[src/hw/rtl/gbn_pkg.sv]
// Package: shared types, constants and codes of the go-back-n sender window.
package gbn_pkg;

    localparam int SEQ_SPACE_DEF  = 20;
    localparam int CNT_W          = 9;   // holds any count up to a 256-entry space
    localparam int ACTION_W       = 2;
    localparam int ACK_W          = 5;
    localparam int CSEQ_W         = 8;
    localparam int SEQ_OUT_W      = 5;
    localparam int PIDX_W         = 16;
    localparam int WIN_W          = 5;
    localparam int TMO_W          = 8;
    localparam int IDLE_W         = 8;
    localparam int CFG_IDX_W      = 1;
    localparam int CFG_DATA_W     = 8;

    localparam logic [WIN_W-1:0]  WINDOW_RESET  = WIN_W'(10);
    localparam logic [TMO_W-1:0]  TIMEOUT_RESET = TMO_W'(20);
    localparam logic [IDLE_W-1:0] IDLE_MAX      = '1;
    localparam logic [PIDX_W-1:0] PIDX_MAX      = '1;

    typedef enum logic [ACTION_W-1:0] {
        ACT_START = 2'd0,
        ACT_SEND  = 2'd1,
        ACT_ACK   = 2'd2,
        ACT_IDLE  = 2'd3
    } t_action;

    typedef enum logic [CFG_IDX_W-1:0] {
        CFG_WINDOW_SIZE   = 1'b0,
        CFG_TIMEOUT_LIMIT = 1'b1
    } t_cfg_idx;

    typedef enum logic {
        ST_IDLE = 1'b0,
        ST_EXEC = 1'b1
    } t_state;

    typedef struct packed {
        logic capture;
        logic commit;
    } t_dp_cmd;

endpackage

[src/hw/rtl/gbn_in_if.sv]
// Interface: input event channel.
interface gbn_in_if;
    logic                          valid;
    logic                          ready;
    logic [gbn_pkg::ACTION_W-1:0]  action;
    logic [gbn_pkg::ACK_W-1:0]     ack_number;
    logic [gbn_pkg::CSEQ_W-1:0]    client_seq;

    modport source (output valid, output action, output ack_number, output client_seq,
                    input ready);
    modport sink   (input valid, input action, input ack_number, input client_seq,
                    output ready);
endinterface

[src/hw/rtl/gbn_out_if.sv]
// Interface: result channel.
interface gbn_out_if;
    logic                           valid;
    logic                           ready;
    logic                           sent;
    logic [gbn_pkg::SEQ_OUT_W-1:0]  sent_seq;
    logic [gbn_pkg::CSEQ_W-1:0]     piggy_ack;
    logic [gbn_pkg::PIDX_W-1:0]     packet_index;
    logic                           timed_out;
    logic [gbn_pkg::SEQ_OUT_W-1:0]  base_seq;
    logic                           client_in_order;

    modport source (output valid, output sent, output sent_seq, output piggy_ack,
                    output packet_index, output timed_out, output base_seq,
                    output client_in_order, input ready);
    modport sink   (input valid, input sent, input sent_seq, input piggy_ack,
                    input packet_index, input timed_out, input base_seq,
                    input client_in_order, output ready);
endinterface

[src/hw/rtl/gbn_cfg_if.sv]
// Interface: configuration register write channel.
interface gbn_cfg_if;
    logic                            valid;
    logic                            ready;
    logic [gbn_pkg::CFG_IDX_W-1:0]   index;
    logic [gbn_pkg::CFG_DATA_W-1:0]  data;

    modport source (output valid, output index, output data, input ready);
    modport sink   (input valid, input index, input data, output ready);
endinterface

[src/hw/rtl/gbn_ctrl.sv]
// Controller: sequencing state machine and result-valid flag.
module gbn_ctrl (
    input  logic             i_clk,
    input  logic             i_rst_n,
    input  logic             i_in_valid,
    output logic             o_in_ready,
    input  logic             i_out_ready,
    output logic             o_out_valid,
    output gbn_pkg::t_dp_cmd o_cmd
);

    gbn_pkg::t_state r_state, n_state;
    logic            r_out_valid, n_out_valid;
    logic            slot_open;

    assign slot_open = !r_out_valid || i_out_ready;

    always_comb begin
        n_state = r_state;
        unique case (r_state)
            gbn_pkg::ST_IDLE: if (i_in_valid) n_state = gbn_pkg::ST_EXEC;
            gbn_pkg::ST_EXEC: if (slot_open)  n_state = gbn_pkg::ST_IDLE;
        endcase
    end

    always_comb begin
        o_in_ready  = 1'b0;
        o_cmd       = '0;
        n_out_valid = r_out_valid && !i_out_ready;
        unique case (r_state)
            gbn_pkg::ST_IDLE: begin
                o_in_ready  = 1'b1;
                o_cmd.capture = i_in_valid;
            end
            gbn_pkg::ST_EXEC: begin
                o_cmd.commit = slot_open;
                if (slot_open) n_out_valid = 1'b1;
            end
        endcase
    end

    always_ff @(posedge i_clk) begin
        if (!i_rst_n) begin
            r_state     <= gbn_pkg::ST_IDLE;
            r_out_valid <= 1'b0;
        end else begin
            r_state     <= n_state;
            r_out_valid <= n_out_valid;
        end
    end

    assign o_out_valid = r_out_valid;

endmodule

[src/hw/rtl/gbn_dp.sv]
// Datapath: window state, slot bitmap, configuration and result registers.
module gbn_dp #(
    parameter int SEQ_SPACE = gbn_pkg::SEQ_SPACE_DEF
) (
    input  logic                            i_clk,
    input  logic                            i_rst_n,
    input  gbn_pkg::t_dp_cmd                i_cmd,
    input  logic [gbn_pkg::ACTION_W-1:0]    i_action,
    input  logic [gbn_pkg::ACK_W-1:0]       i_ack_number,
    input  logic [gbn_pkg::CSEQ_W-1:0]      i_client_seq,
    input  logic                            i_cfg_we,
    input  logic [gbn_pkg::CFG_IDX_W-1:0]   i_cfg_index,
    input  logic [gbn_pkg::CFG_DATA_W-1:0]  i_cfg_data,
    output logic                            o_sent,
    output logic [gbn_pkg::SEQ_OUT_W-1:0]   o_sent_seq,
    output logic [gbn_pkg::CSEQ_W-1:0]      o_piggy_ack,
    output logic [gbn_pkg::PIDX_W-1:0]      o_packet_index,
    output logic                            o_timed_out,
    output logic [gbn_pkg::SEQ_OUT_W-1:0]   o_base_seq,
    output logic                            o_client_in_order
);

    localparam int IW = (SEQ_SPACE > 1) ? $clog2(SEQ_SPACE) : 1;
    localparam int CW = gbn_pkg::CNT_W;
    localparam logic [CW-1:0] SPACE = CW'(SEQ_SPACE);

    // ring distance (to - from) mod SEQ_SPACE, both operands below SEQ_SPACE
    function automatic logic [CW-1:0] ring_dist(input logic [IW-1:0] to,
                                                input logic [IW-1:0] from);
        logic [CW-1:0] sum;
        sum = CW'(to) + SPACE - CW'(from);
        return (sum >= SPACE) ? sum - SPACE : sum;
    endfunction

    // captured event
    gbn_pkg::t_action                r_action;
    logic [gbn_pkg::ACK_W-1:0]       r_ack;
    logic [gbn_pkg::CSEQ_W-1:0]      r_cseq;

    // configuration
    logic [gbn_pkg::WIN_W-1:0]       r_ws;
    logic [gbn_pkg::TMO_W-1:0]       r_tl;

    // window state
    logic [SEQ_SPACE-1:0]            r_slot_free, n_slot_free;
    logic [IW-1:0]                   r_next, n_next;
    logic [IW-1:0]                   r_base, n_base;
    logic [gbn_pkg::PIDX_W-1:0]      r_pc, n_pc;
    logic [gbn_pkg::CSEQ_W-1:0]      r_exp, n_exp;
    logic [gbn_pkg::CSEQ_W-1:0]      r_last, n_last;
    logic [gbn_pkg::IDLE_W-1:0]      r_idle, n_idle;

    // result values
    logic                            sent, timed_out, in_order;
    logic [gbn_pkg::PIDX_W-1:0]      pidx;

    logic [CW-1:0]                   step;
    logic [CW-1:0]                   ack_cnt, tmo_cnt, free_cnt;
    logic [SEQ_SPACE-1:0]            free_mask;
    logic [IW-1:0]                   ack_idx;
    logic                            ack_ok;
    logic [gbn_pkg::IDLE_W-1:0]      idle_inc;
    logic [CW-1:0]                   next_inc;

    always_comb begin
        step     = ring_dist(r_next, r_base);
        ack_ok   = (r_ack != '0) && (CW'(r_ack) <= SPACE);
        ack_idx  = IW'(CW'(r_ack) - CW'(1));
        ack_cnt  = ring_dist(ack_idx, r_base) + CW'(1);
        tmo_cnt  = (CW'(r_ws) > SPACE) ? SPACE : CW'(r_ws);
        free_cnt = (r_action == gbn_pkg::ACT_ACK) ? ack_cnt : tmo_cnt;
        for (int i = 0; i < SEQ_SPACE; i++) begin
            free_mask[i] = ring_dist(IW'(i), r_base) < free_cnt;
        end
        idle_inc = (r_idle == gbn_pkg::IDLE_MAX) ? r_idle : r_idle + 1'b1;
        next_inc = CW'(r_next) + CW'(1);

        n_slot_free = r_slot_free;
        n_next      = r_next;
        n_base      = r_base;
        n_pc        = r_pc;
        n_exp       = r_exp;
        n_last      = r_last;
        n_idle      = r_idle;
        sent        = 1'b0;
        timed_out   = 1'b0;
        in_order    = 1'b0;

        unique case (r_action)
            gbn_pkg::ACT_START: begin
                n_slot_free = '1;
                n_next      = '0;
                n_base      = '0;
                n_pc        = '0;
                n_exp       = gbn_pkg::CSEQ_W'(1);
                n_last      = '0;
                n_idle      = '0;
            end
            gbn_pkg::ACT_SEND: begin
                if (step < CW'(r_ws) && r_slot_free[r_next]) begin
                    sent                = 1'b1;
                    n_slot_free[r_next] = 1'b0;
                    n_next              = (next_inc >= SPACE) ? '0 : IW'(next_inc);
                end
            end
            gbn_pkg::ACT_ACK: begin
                if (r_cseq == r_exp) begin
                    in_order = 1'b1;
                    n_last   = r_cseq;
                    n_exp    = (CW'(r_exp) + CW'(1) >= SPACE) ? gbn_pkg::CSEQ_W'(1)
                                                              : r_exp + 1'b1;
                end
                if (ack_ok) begin
                    n_slot_free = r_slot_free | free_mask;
                    n_base      = (CW'(r_ack) >= SPACE) ? '0 : IW'(r_ack);
                end
            end
            gbn_pkg::ACT_IDLE: begin
                n_idle = idle_inc;
                if (idle_inc > r_tl) begin
                    timed_out   = 1'b1;
                    n_slot_free = r_slot_free | free_mask;
                    n_pc        = (gbn_pkg::PIDX_W'(step) < r_pc)
                                  ? r_pc - gbn_pkg::PIDX_W'(step) : '0;
                    n_next      = r_base;
                    n_idle      = '0;
                end
            end
        endcase

        pidx = n_pc;
        if (sent) begin
            pidx = r_pc;
            if (r_pc != gbn_pkg::PIDX_MAX) n_pc = r_pc + 1'b1;
        end
    end

    // event capture
    always_ff @(posedge i_clk) begin
        if (i_cmd.capture) begin
            r_action <= gbn_pkg::t_action'(i_action);
            r_ack    <= i_ack_number;
            r_cseq   <= i_client_seq;
        end
    end

    // configuration registers
    always_ff @(posedge i_clk) begin
        if (!i_rst_n) begin
            r_ws <= gbn_pkg::WINDOW_RESET;
            r_tl <= gbn_pkg::TIMEOUT_RESET;
        end else if (i_cfg_we) begin
            case (gbn_pkg::t_cfg_idx'(i_cfg_index))
                gbn_pkg::CFG_WINDOW_SIZE:   r_ws <= gbn_pkg::WIN_W'(i_cfg_data);
                gbn_pkg::CFG_TIMEOUT_LIMIT: r_tl <= i_cfg_data;
                default: ;
            endcase
        end
    end

    // window state
    always_ff @(posedge i_clk) begin
        if (!i_rst_n) begin
            r_slot_free <= '1;
            r_next      <= '0;
            r_base      <= '0;
            r_pc        <= '0;
            r_exp       <= gbn_pkg::CSEQ_W'(1);
            r_last      <= '0;
            r_idle      <= '0;
        end else if (i_cmd.commit) begin
            r_slot_free <= n_slot_free;
            r_next      <= n_next;
            r_base      <= n_base;
            r_pc        <= n_pc;
            r_exp       <= n_exp;
            r_last      <= n_last;
            r_idle      <= n_idle;
        end
    end

    // result register
    always_ff @(posedge i_clk) begin
        if (i_cmd.commit) begin
            o_sent            <= sent;
            o_sent_seq        <= sent ? gbn_pkg::SEQ_OUT_W'(next_inc) : '0;
            o_piggy_ack       <= n_last;
            o_packet_index    <= pidx;
            o_timed_out       <= timed_out;
            o_base_seq        <= gbn_pkg::SEQ_OUT_W'(CW'(n_base));
            o_client_in_order <= in_order;
        end
    end

endmodule

[src/hw/rtl/go_back_n_sender_window.sv]
// Top level: go-back-n sender window, controller plus datapath.
//
//   channel   dir   handshake            payload
//   i_in      in    valid / ready        action, ack_number, client_seq
//   o_out     out   valid / ready        sent, sent_seq, piggy_ack, packet_index,
//                                        timed_out, base_seq, client_in_order
//   i_cfg     in    valid / ready        index (0 window_size, 1 timeout_limit), data
//
// Each event is captured in the idle state; in the execute state the window
// state is updated and the result register loaded, the state update being
// combinational slot-bitmap logic. The next event is taken while a result
// waits to be read. A result not yet taken holds the execute state until the
// result register frees. Synchronous active-low reset restores the window and
// the configuration defaults; the configuration port is always ready.
module go_back_n_sender_window #(
    parameter int SEQ_SPACE = gbn_pkg::SEQ_SPACE_DEF
) (
    input  logic      i_clk,
    input  logic      i_rst_n,
    gbn_in_if.sink    i_in,
    gbn_out_if.source o_out,
    gbn_cfg_if.sink   i_cfg
);

    gbn_pkg::t_dp_cmd cmd;

    // accept configuration writes at any time
    assign i_cfg.ready = 1'b1;

    gbn_ctrl u_ctrl (
        .i_clk       (i_clk),
        .i_rst_n     (i_rst_n),
        .i_in_valid  (i_in.valid),
        .o_in_ready  (i_in.ready),
        .i_out_ready (o_out.ready),
        .o_out_valid (o_out.valid),
        .o_cmd       (cmd)
    );

    gbn_dp #(
        .SEQ_SPACE (SEQ_SPACE)
    ) u_dp (
        .i_clk             (i_clk),
        .i_rst_n           (i_rst_n),
        .i_cmd             (cmd),
        .i_action          (i_in.action),
        .i_ack_number      (i_in.ack_number),
        .i_client_seq      (i_in.client_seq),
        .i_cfg_we          (i_cfg.valid),
        .i_cfg_index       (i_cfg.index),
        .i_cfg_data        (i_cfg.data),
        .o_sent            (o_out.sent),
        .o_sent_seq        (o_out.sent_seq),
        .o_piggy_ack       (o_out.piggy_ack),
        .o_packet_index    (o_out.packet_index),
        .o_timed_out       (o_out.timed_out),
        .o_base_seq        (o_out.base_seq),
        .o_client_in_order (o_out.client_in_order)
    );

endmodule
[src/flat_wrapper.sv]
// flat-port wrapper written by rule: the top's interface ports become plain ports
module go_back_n_sender_window_flat 
#(
    parameter int SEQ_SPACE = gbn_pkg::SEQ_SPACE_DEF
)
  (i_clk, i_rst_n, i_in_valid, i_in_action, i_in_ack_number, i_in_client_seq, i_in_ready, o_out_valid, o_out_sent, o_out_sent_seq, o_out_piggy_ack, o_out_packet_index, o_out_timed_out, o_out_base_seq, o_out_client_in_order, o_out_ready, i_cfg_valid, i_cfg_index, i_cfg_data, i_cfg_ready);
  gbn_in_if i_in_i ();
  gbn_out_if o_out_i ();
  gbn_cfg_if i_cfg_i ();
  input  logic i_clk;
  input  logic i_rst_n;
  input wire logic [$bits(i_in_i.valid)-1:0] i_in_valid;
  input wire logic [$bits(i_in_i.action)-1:0] i_in_action;
  input wire logic [$bits(i_in_i.ack_number)-1:0] i_in_ack_number;
  input wire logic [$bits(i_in_i.client_seq)-1:0] i_in_client_seq;
  output wire logic [$bits(i_in_i.ready)-1:0] i_in_ready;
  output wire logic [$bits(o_out_i.valid)-1:0] o_out_valid;
  output wire logic [$bits(o_out_i.sent)-1:0] o_out_sent;
  output wire logic [$bits(o_out_i.sent_seq)-1:0] o_out_sent_seq;
  output wire logic [$bits(o_out_i.piggy_ack)-1:0] o_out_piggy_ack;
  output wire logic [$bits(o_out_i.packet_index)-1:0] o_out_packet_index;
  output wire logic [$bits(o_out_i.timed_out)-1:0] o_out_timed_out;
  output wire logic [$bits(o_out_i.base_seq)-1:0] o_out_base_seq;
  output wire logic [$bits(o_out_i.client_in_order)-1:0] o_out_client_in_order;
  input wire logic [$bits(o_out_i.ready)-1:0] o_out_ready;
  input wire logic [$bits(i_cfg_i.valid)-1:0] i_cfg_valid;
  input wire logic [$bits(i_cfg_i.index)-1:0] i_cfg_index;
  input wire logic [$bits(i_cfg_i.data)-1:0] i_cfg_data;
  output wire logic [$bits(i_cfg_i.ready)-1:0] i_cfg_ready;
  assign i_in_i.valid = i_in_valid;
  assign i_in_i.action = i_in_action;
  assign i_in_i.ack_number = i_in_ack_number;
  assign i_in_i.client_seq = i_in_client_seq;
  assign i_in_ready = i_in_i.ready;
  assign o_out_valid = o_out_i.valid;
  assign o_out_sent = o_out_i.sent;
  assign o_out_sent_seq = o_out_i.sent_seq;
  assign o_out_piggy_ack = o_out_i.piggy_ack;
  assign o_out_packet_index = o_out_i.packet_index;
  assign o_out_timed_out = o_out_i.timed_out;
  assign o_out_base_seq = o_out_i.base_seq;
  assign o_out_client_in_order = o_out_i.client_in_order;
  assign o_out_i.ready = o_out_ready;
  assign i_cfg_i.valid = i_cfg_valid;
  assign i_cfg_i.index = i_cfg_index;
  assign i_cfg_i.data = i_cfg_data;
  assign i_cfg_ready = i_cfg_i.ready;
  go_back_n_sender_window #(.SEQ_SPACE(SEQ_SPACE)) u_core (.i_clk(i_clk), .i_rst_n(i_rst_n), .i_in(i_in_i), .o_out(o_out_i), .i_cfg(i_cfg_i));
endmodule
[config.mk]
export PLATFORM = sky130hd
export DESIGN_NAME = go_back_n_sender_window_flat
export DESIGN_NICKNAME = d
export VERILOG_FILES = /design/src/hw/rtl/gbn_pkg.sv /design/src/hw/rtl/gbn_in_if.sv /design/src/hw/rtl/gbn_out_if.sv /design/src/hw/rtl/gbn_cfg_if.sv /design/src/hw/rtl/gbn_ctrl.sv /design/src/hw/rtl/gbn_dp.sv /design/src/hw/rtl/go_back_n_sender_window.sv /design/src/flat_wrapper.sv
export SDC_FILE = /design/constraint.sdc
export NUM_CORES = 1
export LEC_CHECK = 0
export ABC_CLOCK_PERIOD_IN_PS = 6500
export BUFFER_PORTS_ARGS = -buffer_cell sky130_fd_sc_hd__buf_2
export CAP_MARGIN = 30
export CORE_ASPECT_RATIO = 1.1
export CORE_MARGIN = 3
export CORE_UTILIZATION = 55
export CTS_CLUSTER_DIAMETER = 40
export DETAILED_ROUTE_END_ITERATION = 10
export GPL_ROUTABILITY_DRIVEN = 1
export GPL_TIMING_DRIVEN = 0
export MAX_ROUTING_LAYER = met4
export PLACE_DENSITY = 0.84
export RECOVER_POWER = 50
export SYNTH_ARGS = -nofsm -noshare
export SYNTH_HDL_FRONTEND = slang
export SYNTH_SLANG_ARGS = --single-unit
[constraint.sdc]
create_clock -name i_clk -period 6.5 [get_ports i_clk]
set_input_delay 0.65 -clock i_clk [delete_from_list [all_inputs] [get_ports i_clk]]
set_output_delay 0.65 -clock i_clk [all_outputs]
set_load 0.1 [all_outputs]
Word-level counts from Yosys, hierarchy flattened
Cells that the tools add are included.

word-level totals
  register bits after elaboration = 137
  input port bits = 29
  output and inout bits = 40
  word-level logic and storage cells = 225

operators by class
  add/sub/neg operators = 54
  magnitude comparators = 52
  eq/ne operators = 10
  mux-type cells = 65
  bitwise gates (word level) = 5
  reductions and logical operators = 18

operator list
  kind                                                 number
  >= comparator 9 x 5 -> 1 bit, second input constant  23
  two-way mux 9 bit                                    23
  < comparator 9 bit                                   20
  subtractor 6 x 6 -> 7 bit, second input constant     12
  two-way mux 16 bit                                   5
  case mux 20 bit (4 select lines)                     1
  subtractor 5 x 5 -> 6 bit, first input constant      12
  subtractor 7 x 6 -> 8 bit, second input constant     9
  two-way mux 20 bit                                   3
  subtractor 6 x 5 -> 7 bit, first input constant      8
  case mux 8 bit (2 select lines)                      3
  two-way mux 8 bit                                    5
  case mux 16 bit (2 select lines)                     1
  two-way mux 5 bit                                    6
  bitwise AND 20 bit                                   1
  inverter 20 bit                                      1
  bitwise OR 20 bit                                    1
  adder 16 x 1 -> 16 bit, second input constant        1
  adder 8 x 1 -> 8 bit, second input constant          2
  < comparator 9 x 16 -> 1 bit                         1
  != test 16 bit, second input constant                1
  subtractor 16 x 9 -> 16 bit                          1
  case mux 5 bit (3 select lines)                      1
  two-way mux 1 bit                                    13
  37 further kinds                                     50

Logic depth before layout (Yosys ltp)
  depth after elaboration = 11
  depth in mapped cells = 28
  mapped depth without buffers = 26

Hierarchy
Synthesis repeated with hierarchy kept, for this count alone.

unflattened totals
  cells, all modules = 1752
  area, all modules = 14068.5 sq um

modules (own cells, without submodules)
  module                   instances  cells an instance  area each (sq um)
  gbn_dp                   1          1741               13954.6
  gbn_ctrl                 1          9                  102.6
  go_back_n_sender_window  1          2                  11.3

Worst setup path before layout
No wires, ideal clock.

  path kind = register to register
  start = register u_core.u_dp.r_base[3]
  end = register u_core.u_dp.r_slot_free[7]
  library setup time = 58 ps
  data arrival time = 5635 ps
  data required time = 6442 ps
  setup slack = 807 ps
  cell stages (with the launch flop) = 21
  period minus slack after synthesis = 5693 ps
  path through = dfxtp_1 buf_2 clkinv_1 ha_1 ha_1 xor2_2 ha_1 a21boi_0 a21oi_1 a2111o_1 or2_0 buf_2 xnor2_1 a21o_1 ha_1 a21o_1 maj3_1 a21o_1 a211o_1 a2111oi_0 or3b_1

on the way
  longest elaborated chain between the ends = 9

ends and longest elaborated chain
  item                                                                              line                          text
  start, declared                                                                   gbn_dp.sv:47                  logic [IW-1:0] r_base, n_base;
  start signal, assigned                                                            gbn_dp.sv:174                 r_base <= n_base;
  subtractor 6 x 5 -> 7 bit                                                         gbn_dp.sv:31                  sum = CW'(to) + SPACE - CW'(from);
  >= comparator 9 x 5 -> 1 bit / subtractor 7 x 6 -> 8 bit (equally long branches)  gbn_dp.sv:32                  return (sum >= SPACE) ? sum - SPACE : sum;
  two-way mux 9 bit                                                                 gbn_dp.sv:32
  adder 9 x 1 -> 9 bit                                                              gbn_dp.sv:69                  ack_cnt = ring_dist(ack_idx, r_base) + CW'(1);
  two-way mux 9 bit                                                                 gbn_dp.sv:71                  free_cnt = (r_action == gbn_pkg::ACT_ACK) ? ack_cnt : tmo_cnt;
  < comparator 9 bit                                                                gbn_dp.sv:73                  free_mask[i] = ring_dist(IW'(i), r_base) < free_cnt;
  bitwise OR 20 bit                                                                 gbn_dp.sv:114, gbn_dp.sv:122
  two-way mux 20 bit (on tied branches)                                             gbn_dp.sv:120, gbn_dp.sv:113
  case mux 20 bit (4 select lines)                                                  gbn_dp.sv:89                  unique case (r_action)
  end signal, assigned                                                              gbn_dp.sv:172                 r_slot_free <= n_slot_free;
  end, declared                                                                     gbn_dp.sv:45                  logic [SEQ_SPACE-1:0] r_slot_free, n_slot_free;

Several ways; a longest one is shown, not always the timed one. The select of a mux whose other input is x is not followed.
A chain may end at the register's enable or synchronous reset.

Worst setup path after layout
  start = register u_core.u_dp.r_base[3]
  end = register u_core.u_dp.o_packet_index[0] (netlist name), data pin

on the way
  longest elaborated chain between the ends = 8

ends and longest elaborated chain
  item                                                                              line           text
  subtractor 9 x 5 -> 9 bit *                                                       gbn_dp.sv:31
  subtractor 9 x 5 -> 9 bit / >= comparator 9 x 5 -> 1 bit (equally long branches)  gbn_dp.sv:32
  two-way mux 9 bit *                                                               gbn_dp.sv:32
  < comparator 9 x 5 -> 1 bit *                                                     gbn_dp.sv:100  if (step < CW'(r_ws) && r_slot_free[r_next]) begin
  logical AND 1 bit *                                                               gbn_dp.sv:100
  two-way mux 1 bit *                                                               gbn_dp.sv:100
  two-way mux 1 bit *                                                               gbn_dp.sv:89
  via u_core.u_dp.sent                                                              gbn_dp.sv:54   logic sent, timed_out, in_order;
  two-way mux 16 bit *                                                              gbn_dp.sv:132  if (sent) begin
  via u_core.u_dp.pidx (one bit)                                                    gbn_dp.sv:55   logic [gbn_pkg::PIDX_W-1:0] pidx;
  end signal, assigned                                                              gbn_dp.sv:188  o_packet_index <= pidx;
  end, declared                                                                     gbn_dp.sv:17   output logic [gbn_pkg::PIDX_W-1:0] o_packet_index,

The timed path passes the listed nets; every way through them passes the cells marked *.

==> summary.txt <==
Status
  – Outcome: complete, but fails checks
  – Failing checks: max-capacitance violations, max-slew violations

Worst setup path
  – Crit-path slowest cell: buf_1
  – CP delay by family, top: simple AND/OR/NAND/NOR gates
  – Arr. time, crit path: 6.43 ns
  – Critical path data required time: 6.63 ns
  – Crit path largest cell delay: 0.51 ns
  – Buf+Inv Stages, Crit Path: 5
  – Critical path class: reg -> reg
  – Critical Path Source: u_core.u_dp.r_base[3]
  – Reg2Reg Launch Point: u_core.u_dp.r_base[3]
  – Startpoint Class: flop
  – R2r worst-path depth: 24
  – CP Capture Type: flop
  – R2R Path End: u_core.u_dp.o_packet_index[0]
  – Setup slack, reg-to-reg: 0.21 ns
  – Crit-path max FO: 17
  – CP Cell Sequence: clkbuf_4 -> clkinv_4 -> ha_1 -> o21a_1 -> o31a_1 -> nor2_1 -> inv_1 -> ha_1 -> nand3_1 -> o211ai_1 -> a21oi_1 -> nor2_1 -> nor2_1 -> mux2_2 -> ha_1 -> o21ai_0 -> a21oi_1 -> a21oi_1 -> nand4_1 -> nor3_1 -> nand3_2 -> inv_2 -> buf_1 -> o21ai_0

CTS
  – Root Buffer: clkbuf_16
  – Worst skew pair latency: 0.44 ns
  – Worst-path clk slew: 0.07 ns
  – # clock sinks: 137
  – CTS tree: done
  – Hold_buf cts: 0
  – Maximum clock path buffer count: 2
  – H-tree depth: 4
  – CTS Buf Count: 17

Yosys
  – Ranking of synthesized cells by area: ha_1 19%, dfxtp_1 12%, edfxtp_1 11%, a21oi_1 5.2%, xnor2_1 5.1%
  – Sequential-to-total area share from yosys stat: 22.9%
  – Syn Nets: 2011
  – Synthesized area: 0.0143 mm2
  – Top-count cell post-synth: ha_1
  – Synth Register Bits: 137
  – Synth unique cells: 95
  – Synth top cells by count: 216 x ha_1, 185 x nand2_1, 152 x nor2_1
  – Synth top area share: 19.0%
  – Yosys top cell by area: ha_1
  – Main flop type after synthesis: dfxtp_1
  – Mapped Cells: 1762
  – YS warnings: 0
  – Synth async-reset ratio: 0%
  – Post-synth EDFFs: 52
  – Mean Syn Cell Area: 8.09 um2

STA
  – Fmax: 0.159 GHz
  – Worst Skew: 0.0109 ns
  – Final min period: 6.29 ns
  – Max-slew violation count: 36
  – Post-route setup TNS: 0 ns
  – Worst Tran Pin Value: 1.94 ns
  – Rel. slew slack: -29.4%
  – Worst hold margin: 0.387 ns
  – Final period utilization: 96.8%
  – Final Hold Fails: 0
  – # setup viols final: 0
  – RSZ-0062 raised after global routing: true
  – Final setup margin: 0.206 ns

Layout
  – Cell area after layout: 0.0157 mm2
  – Share of layout cells above drive strength 1: 7.56%
  – Finished Core Util: 61.6%
  – Layout Cells excl Fill: 2212
  – Synthesis-to-layout area growth: 9.93%
  – ANT cells: 0
  – Nets: 2102

Route
  – DR vias/cell: 6.39
  – DRT antenna net count: 0
  – Drt drc: 0
  – Via count: 14100
  – DR pass1 iterations: 8
  – Routed len/inst: 19.4 um
  – Routed WL: 43000 um
  – DRT iter0 DRCs: 1370

Hold path
  – Hold Crit Endpoint: u_core.u_dp.r_cseq[5]
  – Hold wc startpoint: i_in_client_seq[5]
  – Worst Hold Class: in -> reg
  – Hold Path Depth: 1

Global routing
  – GRT Max-Usage Layer: met2
  – First-pass GRT wire length: 68400 um
  – Initial antenna violation count: 0
  – GR Util All Layers: 30.7%
  – Met3 Resource Use GR: 4.10%
  – Grt met2 use: 52.4%
  – Vias in the first global route: 13600
  – Pin count of the biggest net entering global routing: 36
  – GR Layer Usage met1: 36.0%
  – Grt ovf: 0

Power
  – Pwr dens: 225 mW/mm2
  – Peak VDD IR: 0.159 mV
  – Lkg Pwr: 6.38 nW
  – Pwr Total: 3.53 mW

Floorplanning
  – Core area: 0.0254 mm2
  – Die W: 159 um
  – Site Rows: 61
  – Die Height: 175 um
  – Die ar.: 0.0279 mm2
  – Io pins: 69
  – Initial Util: 56.1%

Run
  – Number of max-cap violations: 1

Placed design
  – Worst slack at placement: -0.594 ns
  – Final GP Congestion: 1.00
  – # placed instances: 2179
  – Count of input and output buffers: 67
  – Placed Instance Area: 0.0151 mm2
  – Post-DP HPWL: 32500 um
final cells by class:
class | count | area, um2
Clock buffer | 17 | 425
Tap cell | 346 | 433
Fill cell | 2249 | 9750
Buffer | 70 | 317
Multi-Input combinational cell | 1453 | 10300
Inverter | 101 | 389
Timing Repair Buffer | 73 | 330
Clock inverter | 15 | 174
Sequential cell | 137 | 3270
what timing repair did:
item / CTS / global route
buffers inserted: 2 / 0
pin swaps: 0 / 0
resized for setup: 7 / 13
setup endpoints to repair: 56 / 52
cells by family after synthesis:
family,share of synthesized area [%]
AND/OR/NAND/NOR,17.7
AO/OA/AOI/OAI,25.0
adder cells (fa/ha/maj),20.4
buffers and inverters,4.88
flip-flops,22.9
XOR/XNOR,5.77
multiplexers,3.35
other,0.0263
metal layers:
metal | share of wire (%) | up-vias
li1 | - | 6613
met1 | 40 | 6612
met2 | 48 | 712
met3 | 7.7 | 187
met4 | 4.8 | 0
met5 | 0 | -
power breakdown:
group          internal (mW)  leakage, nW  switching [mW]
Combinational          0.580         4.90           0.991
Sequential             0.939         1.19          0.0358
Clock                  0.550        0.293           0.434
Total                   2.07         6.38            1.46
worst reg2reg max path: stages, from the launching register on:
cell and delay, ns:
dfxtp_2 0.46, clkbuf_4 0.34, clkinv_4 0.24, ha_1 0.41, o21a_1 0.12, o31a_1 0.19, nor2_1 0.18, inv_1 0.08
ha_1 0.21, nand3_1 0.11, o211ai_1 0.15, a21oi_1 0.18, nor2_1 0.05, nor2_1 0.21, mux2_2 0.41, ha_1 0.27
o21ai_0 0.17, a21oi_1 0.08, a21oi_1 0.13, nand4_1 0.15, nor3_1 0.44, nand3_2 0.39, inv_2 0.25, buf_1 0.51
o21ai_0 0.27
how the worst max path moves through the flow:
stage | endpoint | slack, ns | depth (start not counted)
floorplan | u_core.u_dp.r_slot_free[7] | 0.81 | 20
global placement | u_core.u_dp.r_slot_free[7] | -0.54 | 20
detailed placement | u_core.u_dp.r_slot_free[7] | -0.59 | 20
CTS | u_core.u_dp.o_packet_index[12] | 0.03 | 28
global route | u_core.u_dp.o_packet_index[12] | -0.09 | 27
finish | u_core.u_dp.o_packet_index[0] | 0.21 | 24
registers in the layout (all words and copies together), names as in the netlist:
| name | flops |
|---|---|
| u_core.u_dp.r_idle | 8 |
| u_core.u_dp.r_last | 8 |
| u_core.u_dp.o_packet_index | 16 |
| u_core.u_dp.o_piggy_ack | 8 |
| u_core.u_dp.r_cseq | 8 |
| u_core.u_dp.r_ws | 5 |
| u_core.u_dp.o_timed_out | 1 |
| u_core.u_dp.r_slot_free | 20 |
| u_core.u_dp.o_base_seq | 5 |
| u_core.u_dp.r_exp | 8 |
| u_core.u_dp.r_ack | 5 |
| u_core.u_dp.r_next | 5 |
| u_core.u_dp.r_pc | 16 |
| u_core.u_dp.r_action | 2 |
| u_core.u_dp.r_base | 5 |
| u_core.u_dp.o_client_in_order | 1 |
| u_core.u_ctrl.r_state | 1 |
| u_core.u_dp.r_tl | 8 |
| u_core.u_dp.o_sent_seq | 5 |
| u_core.u_ctrl.o_out_valid | 1 |
| u_core.u_dp.o_sent | 1 |
cells in the final DEF, fill, tap and decap left out, types with 9 or more instances in the layout:
cell / count
or3_1: 13
a21o_1: 29
o211ai_1: 10
o21a_1: 27
nor2b_1: 28
and3_1: 18
xor2_1: 9
nor3_1: 28
nand4_1: 12
nor2_1: 152
maj3_1: 10
o22ai_1: 16
nand2b_1: 13
a31oi_1: 30
edfxtp_1: 52
o21ai_0: 111
a21oi_1: 146
o31ai_1: 9
inv_1: 93
ha_1: 216
mux2i_1: 32
clkbuf_1: 90
buf_2: 34
a211o_1: 19
clkbuf_16: 17
nand3_1: 40
or2_2: 14
xnor2_1: 82
nand2_1: 184
dfxtp_1: 82
a211oi_1: 18
a22o_1: 16
Note: power is estimated with default switching activity, not from simulation.
